--- config.mk ---
export PLATFORM = sky130hd
export DESIGN_NAME = bc1_block_texel_decoder
export DESIGN_NICKNAME = d
export VERILOG_FILES = /design/src/hdl/bc1_pkg.sv /design/src/hdl/bc1_front.sv /design/src/hdl/bc1_queue.sv /design/src/hdl/bc1_back.sv /design/src/hdl/bc1_block_texel_decoder.sv
export SDC_FILE = /design/constraint.sdc
export NUM_CORES = 1
export LEC_CHECK = 0
export BUFFER_PORTS_ARGS = -buffer_cell sky130_fd_sc_hd__buf_4
export CAP_MARGIN = 25
export CORE_UTILIZATION = 55
export DETAILED_ROUTE_END_ITERATION = 8
export PLACE_DENSITY = 0.76
export SYNTH_ARGS = -nofsm -noshare
export SYNTH_HDL_FRONTEND = slang
export SYNTH_SLANG_ARGS = --single-unit
--- constraint.sdc ---
create_clock -name clk -period 11.9 [get_ports clk]
set_clock_uncertainty 0.05 [all_clocks]
set_input_delay 2.38 -clock clk [delete_from_list [all_inputs] [get_ports clk]]
set_output_delay 2.38 -clock clk [all_outputs]
set_load 0.03 [all_outputs]
--- src/hdl/bc1_pkg.sv ---
`timescale 1ns / 1ps

package bc1_pkg;

  localparam int BLOCK_TEXELS = 16;
  localparam int TEXEL_W      = 4;
  localparam int QUEUE_DEPTH  = 2;
  localparam int CFG_INDEX_W  = 2;
  localparam int CFG_DATA_W   = 13;
  localparam int COORD_W      = 12;
  localparam int BLOCK_POS_W  = 10;

  localparam logic [CFG_INDEX_W-1:0] REG_IMAGE_WIDTH  = 2'd0;
  localparam logic [CFG_INDEX_W-1:0] REG_IMAGE_HEIGHT = 2'd1;
  localparam logic [CFG_DATA_W-1:0]  DIM_RESET        = 13'd4096;

  localparam logic [TEXEL_W-1:0] TEXEL_LAST = 4'(BLOCK_TEXELS - 1);

  // palette selector codes
  typedef enum logic [1:0] {
    SEL_E0   = 2'd0,
    SEL_E1   = 2'd1,
    SEL_MID  = 2'd2,
    SEL_LAST = 2'd3
  } sel_code_t;

  typedef struct packed {
    logic [7:0] r;
    logic [7:0] g;
    logic [7:0] b;
  } rgb_t;

  // expanded endpoints, registered at the front
  typedef struct packed {
    rgb_t                   c0;
    rgb_t                   c1;
    logic                   four;
    logic [31:0]            sel;
    logic [BLOCK_POS_W-1:0] col;
    logic [BLOCK_POS_W-1:0] row;
  } ends_t;

  // fully resolved block as held in the queue
  typedef struct packed {
    rgb_t [3:0]             palette;
    logic [31:0]            sel;
    logic [BLOCK_POS_W-1:0] col;
    logic [BLOCK_POS_W-1:0] row;
  } block_t;

  // c*255/31 truncated: c*255 times a 2^-20 reciprocal of 31, exact for 5-bit c
  function automatic logic [7:0] expand5(input logic [4:0] c);
    logic [28:0] prod;
    prod = 29'(c) * 29'd8625630;
    return prod[27:20];
  endfunction

  // c*255/63 truncated, same scheme with a reciprocal of 63
  function automatic logic [7:0] expand6(input logic [5:0] c);
    logic [28:0] prod;
    prod = 29'(c) * 29'd4244475;
    return prod[27:20];
  endfunction

  // (2a+b)/3 truncated; 683/2048 is exact for sums below 768
  function automatic logic [7:0] third(input logic [7:0] a, input logic [7:0] b);
    logic [9:0]  n;
    logic [19:0] prod;
    n    = {1'b0, a, 1'b0} + 10'(b);
    prod = 20'(n) * 20'd683;
    return prod[18:11];
  endfunction

  function automatic logic [7:0] half(input logic [7:0] a, input logic [7:0] b);
    logic [8:0] n;
    n = 9'(a) + 9'(b);
    return n[8:1];
  endfunction

endpackage

--- src/hdl/bc1_front.sv ---
`timescale 1ns / 1ps

module bc1_front (
  input  logic                                clk,
  input  logic                                rst,
  input  logic                                push,
  output logic                                full,
  input  logic [15:0]                         first_endpoint,
  input  logic [15:0]                         second_endpoint,
  input  logic [31:0]                         selector_bits,
  input  logic [bc1_pkg::BLOCK_POS_W-1:0]     block_column,
  input  logic [bc1_pkg::BLOCK_POS_W-1:0]     block_row,
  output logic                                blk_valid,
  input  logic                                blk_ready,
  output bc1_pkg::block_t                     blk
);

  logic            s1_valid;
  bc1_pkg::ends_t  s1;
  logic            accept;

  assign full   = s1_valid && !blk_ready;
  assign accept = push && !full;

  always_ff @(posedge clk) begin
    if (rst) begin
      s1_valid <= 1'b0;
    end else if (accept) begin
      s1_valid <= 1'b1;
    end else if (blk_ready) begin
      s1_valid <= 1'b0;
    end
  end

  always_ff @(posedge clk) begin
    if (accept) begin
      s1.c0.r <= bc1_pkg::expand5(first_endpoint[15:11]);
      s1.c0.g <= bc1_pkg::expand6(first_endpoint[10:5]);
      s1.c0.b <= bc1_pkg::expand5(first_endpoint[4:0]);
      s1.c1.r <= bc1_pkg::expand5(second_endpoint[15:11]);
      s1.c1.g <= bc1_pkg::expand6(second_endpoint[10:5]);
      s1.c1.b <= bc1_pkg::expand5(second_endpoint[4:0]);
      s1.four <= first_endpoint > second_endpoint;
      s1.sel  <= selector_bits;
      s1.col  <= block_column;
      s1.row  <= block_row;
    end
  end

  // palette build; the queue entry registers it
  always_comb begin
    blk.palette[bc1_pkg::SEL_E0] = s1.c0;
    blk.palette[bc1_pkg::SEL_E1] = s1.c1;
    if (s1.four) begin
      blk.palette[bc1_pkg::SEL_MID].r  = bc1_pkg::third(s1.c0.r, s1.c1.r);
      blk.palette[bc1_pkg::SEL_MID].g  = bc1_pkg::third(s1.c0.g, s1.c1.g);
      blk.palette[bc1_pkg::SEL_MID].b  = bc1_pkg::third(s1.c0.b, s1.c1.b);
      blk.palette[bc1_pkg::SEL_LAST].r = bc1_pkg::third(s1.c1.r, s1.c0.r);
      blk.palette[bc1_pkg::SEL_LAST].g = bc1_pkg::third(s1.c1.g, s1.c0.g);
      blk.palette[bc1_pkg::SEL_LAST].b = bc1_pkg::third(s1.c1.b, s1.c0.b);
    end else begin
      blk.palette[bc1_pkg::SEL_MID].r  = bc1_pkg::half(s1.c0.r, s1.c1.r);
      blk.palette[bc1_pkg::SEL_MID].g  = bc1_pkg::half(s1.c0.g, s1.c1.g);
      blk.palette[bc1_pkg::SEL_MID].b  = bc1_pkg::half(s1.c0.b, s1.c1.b);
      blk.palette[bc1_pkg::SEL_LAST]   = '0;
    end
    blk.sel = s1.sel;
    blk.col = s1.col;
    blk.row = s1.row;
  end

  assign blk_valid = s1_valid;

endmodule

--- src/hdl/bc1_queue.sv ---
`timescale 1ns / 1ps

module bc1_queue (
  input  logic            clk,
  input  logic            rst,
  input  logic            in_valid,
  output logic            in_ready,
  input  bc1_pkg::block_t in_blk,
  output logic            out_valid,
  input  logic            out_pop,
  output bc1_pkg::block_t out_blk
);

  localparam int PtrW   = (bc1_pkg::QUEUE_DEPTH > 1) ? $clog2(bc1_pkg::QUEUE_DEPTH) : 1;
  localparam int CountW = $clog2(bc1_pkg::QUEUE_DEPTH + 1);
  localparam logic [PtrW-1:0]   PtrLast = PtrW'(bc1_pkg::QUEUE_DEPTH - 1);
  localparam logic [CountW-1:0] CountFull = CountW'(bc1_pkg::QUEUE_DEPTH);

  bc1_pkg::block_t entries [bc1_pkg::QUEUE_DEPTH];
  logic [PtrW-1:0]   wr_ptr;
  logic [PtrW-1:0]   rd_ptr;
  logic [CountW-1:0] count;
  logic              wr;
  logic              rd;

  assign in_ready  = count != CountFull;
  assign out_valid = count != '0;
  assign wr        = in_valid && in_ready;
  assign rd        = out_pop && out_valid;
  assign out_blk   = entries[rd_ptr];

  always_ff @(posedge clk) begin
    if (rst) begin
      wr_ptr <= '0;
      rd_ptr <= '0;
      count  <= '0;
    end else begin
      if (wr) begin
        wr_ptr <= (wr_ptr == PtrLast) ? '0 : wr_ptr + 1'b1;
      end
      if (rd) begin
        rd_ptr <= (rd_ptr == PtrLast) ? '0 : rd_ptr + 1'b1;
      end
      if (wr && !rd) begin
        count <= count + 1'b1;
      end else if (rd && !wr) begin
        count <= count - 1'b1;
      end
    end
  end

  always_ff @(posedge clk) begin
    if (wr) begin
      entries[wr_ptr] <= in_blk;
    end
  end

endmodule

--- src/hdl/bc1_back.sv ---
`timescale 1ns / 1ps

module bc1_back #(
  parameter int DIM_W = 13
) (
  input  logic                          clk,
  input  logic                          rst,
  input  logic                          blk_valid,
  output logic                          blk_pop,
  input  bc1_pkg::block_t               blk,
  input  logic [DIM_W-1:0]              dim_width,
  input  logic [DIM_W-1:0]              dim_height,
  output logic                          empty,
  input  logic                          pop,
  output logic [bc1_pkg::COORD_W-1:0]   pixel_x,
  output logic [bc1_pkg::COORD_W-1:0]   pixel_y,
  output logic [7:0]                    red,
  output logic [7:0]                    green,
  output logic [7:0]                    blue,
  output logic                          inside_image,
  output logic                          last_texel
);

  logic                            out_valid;
  logic                            out_ready;
  logic                            take;
  logic [bc1_pkg::TEXEL_W-1:0]     texel;
  bc1_pkg::sel_code_t              code;
  bc1_pkg::rgb_t                   color;
  logic [bc1_pkg::COORD_W-1:0]     px;
  logic [bc1_pkg::COORD_W-1:0]     py;

  assign out_ready = !out_valid || pop;
  assign take      = blk_valid && out_ready;
  assign blk_pop   = take && (texel == bc1_pkg::TEXEL_LAST);
  assign empty     = !out_valid;

  always_comb begin
    code = bc1_pkg::sel_code_t'(blk.sel[{texel, 1'b0} +: 2]);
    case (code)
      bc1_pkg::SEL_E0:   color = blk.palette[0];
      bc1_pkg::SEL_E1:   color = blk.palette[1];
      bc1_pkg::SEL_MID:  color = blk.palette[2];
      bc1_pkg::SEL_LAST: color = blk.palette[3];
      default:           color = blk.palette[0];
    endcase
    px = {blk.col, texel[1:0]};
    py = {blk.row, texel[3:2]};
  end

  always_ff @(posedge clk) begin
    if (rst) begin
      out_valid <= 1'b0;
      texel     <= '0;
    end else if (take) begin
      out_valid <= 1'b1;
      texel     <= texel + 1'b1;
    end else if (pop) begin
      out_valid <= 1'b0;
    end
  end

  always_ff @(posedge clk) begin
    if (take) begin
      pixel_x      <= px;
      pixel_y      <= py;
      red          <= color.r;
      green        <= color.g;
      blue         <= color.b;
      inside_image <= (DIM_W'(px) < dim_width) && (DIM_W'(py) < dim_height);
      last_texel   <= texel == bc1_pkg::TEXEL_LAST;
    end
  end

endmodule

--- src/hdl/bc1_block_texel_decoder.sv ---
`timescale 1ns / 1ps
// Channel   Direction  Handshake       Transfer when
// input     in         push / full     push && !full
// result    out        empty / pop     pop && !empty
// config    in         cfg_we          cfg_we (index 0 width, 1 height)
//
// One block yields 16 texels from the back-end texel counter, one per cycle while
// pop stays high. The first texel passes the front register, a queue entry and the
// output register. Reset clears the front register, the two-entry block queue,
// the texel counter and sets both dimensions to 4096. full rises while the front
// register waits on a full queue; pop low holds the current texel in place.

module bc1_block_texel_decoder #(
  parameter int MAX_DIMENSION = 4096
) (
  input  logic                              clk,
  input  logic                              rst,
  input  logic                              push,
  output logic                              full,
  input  logic [15:0]                       first_endpoint,
  input  logic [15:0]                       second_endpoint,
  input  logic [31:0]                       selector_bits,
  input  logic [bc1_pkg::BLOCK_POS_W-1:0]   block_column,
  input  logic [bc1_pkg::BLOCK_POS_W-1:0]   block_row,
  output logic                              empty,
  input  logic                              pop,
  output logic [bc1_pkg::COORD_W-1:0]       pixel_x,
  output logic [bc1_pkg::COORD_W-1:0]       pixel_y,
  output logic [7:0]                        red,
  output logic [7:0]                        green,
  output logic [7:0]                        blue,
  output logic                              inside_image,
  output logic                              last_texel,
  input  logic                              cfg_we,
  input  logic [bc1_pkg::CFG_INDEX_W-1:0]   cfg_index,
  input  logic [bc1_pkg::CFG_DATA_W-1:0]    cfg_data
);

  localparam int MaxW  = $clog2(MAX_DIMENSION + 1);
  localparam int DimW  = (MaxW > bc1_pkg::CFG_DATA_W) ? MaxW : bc1_pkg::CFG_DATA_W;
  localparam logic [DimW-1:0] DimMax = DimW'(MAX_DIMENSION);

  logic [bc1_pkg::CFG_DATA_W-1:0] image_width;
  logic [bc1_pkg::CFG_DATA_W-1:0] image_height;
  logic [DimW-1:0]                width_ext;
  logic [DimW-1:0]                height_ext;
  logic [DimW-1:0]                dim_width;
  logic [DimW-1:0]                dim_height;

  logic            f_valid;
  logic            f_ready;
  bc1_pkg::block_t f_blk;
  logic            q_valid;
  logic            q_pop;
  bc1_pkg::block_t q_blk;

  always_ff @(posedge clk) begin
    if (rst) begin
      image_width  <= bc1_pkg::DIM_RESET;
      image_height <= bc1_pkg::DIM_RESET;
    end else if (cfg_we) begin
      case (cfg_index)
        bc1_pkg::REG_IMAGE_WIDTH:  image_width  <= cfg_data;
        bc1_pkg::REG_IMAGE_HEIGHT: image_height <= cfg_data;
        default: ;
      endcase
    end
  end

  assign width_ext  = DimW'(image_width);
  assign height_ext = DimW'(image_height);
  assign dim_width  = (width_ext > DimMax) ? DimMax : width_ext;
  assign dim_height = (height_ext > DimMax) ? DimMax : height_ext;

  bc1_front u_front (
    .clk             (clk),
    .rst             (rst),
    .push            (push),
    .full            (full),
    .first_endpoint  (first_endpoint),
    .second_endpoint (second_endpoint),
    .selector_bits   (selector_bits),
    .block_column    (block_column),
    .block_row       (block_row),
    .blk_valid       (f_valid),
    .blk_ready       (f_ready),
    .blk             (f_blk)
  );

  bc1_queue u_queue (
    .clk       (clk),
    .rst       (rst),
    .in_valid  (f_valid),
    .in_ready  (f_ready),
    .in_blk    (f_blk),
    .out_valid (q_valid),
    .out_pop   (q_pop),
    .out_blk   (q_blk)
  );

  bc1_back #(
    .DIM_W (DimW)
  ) u_back (
    .clk          (clk),
    .rst          (rst),
    .blk_valid    (q_valid),
    .blk_pop      (q_pop),
    .blk          (q_blk),
    .dim_width    (dim_width),
    .dim_height   (dim_height),
    .empty        (empty),
    .pop          (pop),
    .pixel_x      (pixel_x),
    .pixel_y      (pixel_y),
    .red          (red),
    .green        (green),
    .blue         (blue),
    .inside_image (inside_image),
    .last_texel   (last_texel)
  );

endmodule

# == Word-level counts from Yosys, hierarchy flattened ==
# Memories as Yosys holds them, arrays and structs flattened. A register that Yosys moved wholly into a read port is not among the register bits.
# Index checks and enable logic that the tools add are counted.
# word_totals
regBits,187
mem_bits_rw,296
in_bits,104
out_inout_bits,52
mem_count,1
# mem_list
memory,depth,width,rd,rd_ports_with_merged_regs,write_ports,line_no,rtl
u_queue.entries,2,148,1,1,1,bc1_queue.sv:19,bc1_pkg::block_t entries [bc1_pkg::QUEUE_DEPTH];
# op_classes
n_addsub,14
mul,12
order_cmp,5
eq_ne,6
shift,1
mux,16
reduce_logical,23
# ops
op,count
"multiplier 10 x 10 -> 19 bit, second input constant",6
"multiplier 5 x 23 -> 27 bit, second input constant",4
one-hot mux 24 bit (4 select lines),1
adder 9 x 8 -> 10 bit,6
"multiplier 6 x 23 -> 28 bit, second input constant",2
2-to-1 mux 48 bit,1
variable part select 32 x 6 -> 2 bit,1
adder 8 x 8 -> 9 bit,3
"> comparator 13 bit, second input constant",2
less-than comparator 12 x 13 -> 1 bit,2
2-to-1 mux 13 bit,2
> comparator 16 bit,1
2-to-1 mux 1 bit,10
logical AND 1 bit,9
nonzero test 2 bit,4
zero test 1 bit,5
"adder 4 x 1 -> 4 bit, second input constant",1
"== test 2 x 1 -> 1 bit, second input constant",2
"== test 2 bit, second input constant",2
"== test 4 bit, second input constant",1
zero test 2 bit,2
2-to-1 mux 2 bit,2
AND reduction 2 bit,2
"adder 1 bit, second input constant",2
4 further kinds,4

# == Depth between registers and ports, before layout ==
# depth
ltp_word,8
depth_mapped,27

# == Modules after synthesis ==
# A second synthesis with hierarchy kept.
# unflattened
cells_unflattened,3283
hier_area_um2,39271.4
# modules_own_cells
mod,instances,cells_per_inst,area_per_inst_um2,seq_area_each_um2
bc1_front,1,2424,23750.3,3052.9
bc1_queue,1,484,10938.0,8988.6
bc1_back,1,248,3331.9,1601.5
bc1_block_texel_decoder,1,127,1251.2,520.5

# == Least setup slack after synthesis ==
# No wires, ideal clock.
# synth_timing
path_type,register to register
start,register u_queue.count[0]
end,memory u_queue.entries[0][0] in the netlist's numbering (enable)
setup_ps,657
arrival_ps,6779
required_ps,11193
setup_slack_ps,4414
path_stages_with_launch,4
n_path_buf,0
cell_sequence,dfxtp_1 -> nand2b_1 -> nand2_1 -> nor2_1
# synth_via
elab_chain_cells,4
# synth_lines
element,line_no,rtl
from (decl),bc1_queue.sv:22,logic [CountW-1:0] count;
from (signal assigned),bc1_queue.sv:45,count <= count + 1'b1;
from (signal assigned),bc1_queue.sv:47,count <= count - 1'b1;
inequality test 2 bit,bc1_queue.sv:26,assign in_ready = count != CountFull;
logical AND 1 bit,bc1_queue.sv:28,assign wr = in_valid && in_ready;
2-to-1 mux 1 bit,bc1_queue.sv:53,if (wr) begin
2-to-1 mux 1 bit (implied by the code),bc1_queue.sv:54,entries[wr_ptr] <= in_blk;
to (decl),bc1_queue.sv:19,
# Every way passes these cells.

==> flow_metrics.py <==
metrics = {
    "worst_setup_path": {
        "cp_max_fo": 8,
        "arrival_ps": 7810,
        "worst_setup_path_start_kind": "flip-flop",
        "cpPeakStageDelay_ps": 680,
        "end_kind": "flip-flop",
        "path_buf_inv": 5,
        "crit_top_cell": "inv_1",
        "critPathTopFamily": "adder cells",
        "required_ps": 12270,
        "critical_path_class": "flip-flop to flip-flop",
        "cpMaxStageDelayCell": "a2111oi_0",
    },
    "sta": {
        "drv_slew": 0,
        "min_period_ps": 7440,
        "hold_violations": 0,
        "fmax_ghz": 0.134,
        "period_share": 0.625,
        "setup_viol": 0,
        "worst_slack_ps": 4460,
        "finalSetupTns_ps": 0,
        "worstMarginPinSlew_ps": 1010,
        "relSlewSlack": 0.325,
        "rsz0062_at_grt": "false",
    },
    "place": {
        "place_congestion": 0.892,
        "dpl.hpwl_um": 59600,
        "place_area_um2": 39800,
        "io_buffers": 155,
        "place_ws_ps": 4480,
    },
    "yosys": {
        "synth_seq_cells": 484,
        "synth.most_common_cell": "ha_1",
        "synth_nets": 4105,
        "yosys_warnings": 0,
        "synthTopCellsByCount": "665 x ha_1, 478 x inv_1, 447 x edfxtp_1, 223 x fa_1, 135 x a21oi_1",
        "yosysSeqAreaShare": 0.376,
        "synth_ff_type": "edfxtp_1",
        "synth_top_area_cell": "edfxtp_1",
        "synth-edff-count": 447,
        "netlist-cell-type-count": 70,
        "synthDominantCellAreaShare": 0.357,
        "synthTopCellsByArea": "edfxtp_1 36%, ha_1 22%, fa_1 12%",
        "synth_async_sr_flop_share": 0,
        "syn-cell-area_um2": 37600,
        "synth.avg_cell_area_um2": 12.1,
        "syn_inst": 3113,
    },
    "cts": {
        "holdBufCountCts": 0,
        "cts_resized": 0,
        "h-tree-depth": 2,
        "numCtsBuffers": 50,
        "cts_sinks": 484,
        "clk_pin_slew_worst_paths_ps": 60,
        "cts_buffer_depth": 3,
        "clockRootBuffer": "clkbuf_16",
        "insertion_delay_ps": 610,
        "cts_tree": "built",
        "cts_setup_buffers": 0,
    },
    "global_route": {
        "grt.overflow.total": 0,
        "top_usage_layer": "met2",
        "grt_max_degree": 73,
        "use_met3": 0.0366,
        "grt_pass1_vias": 24300,
        "use_met1": 0.304,
        "grt_pass1_wl_um": 127000,
        "use_met2": 0.396,
        "track_usage": 0.230,
        "antenna_found_initial": 2,
    },
    "final_layout": {
        "fin_nets": 4284,
        "seq_area_um2": 14200,
        "multi_input_comb_area_um2": 21500,
        "area_growth_pct": 10.6,
        "fin_area_um2": 41600,
        "drive_gt1_frac": 0.114,
        "fill_cells": 5247,
        "final_core_util": 0.617,
    },
    "drt": {
        "drt_iter0_markers": 1361,
        "drc": 0,
        "post_drt_wl_per_cell_um": 18.5,
        "antenna_left": 0,
        "drtPass1Iterations": 5,
        "num_vias": 23400,
        "finalWirelength_um": 77800,
        "via_per_inst": 5.55,
    },
    "status": {
        "status": "complete, no violations",
    },
    "job": {
        "drv_cap": 0,
    },
    "floorplanning": {
        "initial_core_util": 0.558,
        "core_area_um2": 67400,
        "die_h_um": 264,
        "die_area_um2": 69500,
        "io-pin-count": 156,
        "dieWidth_um": 264,
        "row_count": 95,
    },
    "min_path": {
        "hp-class": "flip-flop to flip-flop",
    },
}
==> cell families (layout without fill, tap and decap cells) <==
group | after synthesis | after routing | synth area share
simple gates | 444 | 444 | 0.0581
other cells | 0 | 1 | 0
mux | 147 | 147 | 0.0479
compound gates | 448 | 448 | 0.0820
fa+ha+maj | 888 | 888 | 0.340
buf+inv | 522 | 742 | 0.0537
xor+xnor | 180 | 180 | 0.0419
flops | 484 | 484 | 0.376
==> cell usage in the layout, fill, tap and decap left out, types with 12 or more instances in the layout <==
cell type and count:
and3_1 12, nor2b_1 16, nand3_1 40, nor3_1 23, buf_4 169, nor2_1 97, o22ai_1 26, ha_1 665
o21bai_1 14, mux4_2 17, nand4_1 21, o21a_1 17, and2_1 14, dfxtp_1 36, inv_1 478, xor2_1 58
edfxtp_1 447, a21oi_1 135, a31oi_1 13, mux2i_1 59, a221oi_2 21, a211oi_1 16, a21o_1 74, xnor2_1 122
clkbuf_16 51, nand2_1 127, o21ai_0 58, fa_1 223, mux2_2 60, nand2b_1 36
==> cell type report <==
| class | instances | area share |
|---|---|---|
| multi-input combinational | 2107 | 0.516 |
| sequential | 484 | 0.340 |
| inverter | 478 | 0.0431 |
| clock buffer | 62 | 0.0321 |
| timing repair buffer | 171 | 0.0315 |
| tap | 873 | 0.0263 |
| clock inverter | 31 | 0.0104 |
| antenna | 1 | 0.0000601 |
==> flip-flops by register name (all words and copies together), names as in the netlist, 2 cells and up, named ones only <==
signal	count
u_back.pixel_x	12
u_queue.entries	296
u_front.blk	100
u_queue.count	2
u_back.red	8
u_back.pixel_y	12
height_ext	13
image_width	13
u_back.blue	8
u_back.green	8
u_back.texel	4
==> routing by layer <==
layer / part of all wire / up-vias
met1: 0.44 / 11400
met2: 0.48 / 465
li1: - / 11400
met4: 0.022 / 2
met3: 0.054 / 97
met5: 0.00017 / -
==> per-stage QoR <==
step	hold WS (ps)	instances
6_report	387	4207
5_1_grt	395	4207
4_1_cts	386	4206
3_5_place_dp	380	4113
3_3_place_gp	372	4111
2_1_floorplan	371	3113
==> worst paths after layout <==
| kind | start | end | slack [ps] | cells past startpoint |
|---|---|---|---|---|
| hold / removal | u_front.blk[10] | u_queue.entries[1][10] | 390 | 0 |
| hold reg to reg | u_front.blk[10] | u_queue.entries[1][10] | 390 | 0 |
| setup / recovery | u_front.blk[60] | u_queue.entries[0][115] | 4460 | 26 |
| setup reg to reg | u_front.blk[60] | u_queue.entries[0][115] | 4460 | 26 |
Power is not shown: default switching activity piles up to over one toggle a cycle in this logic, so the estimate is an artifact.
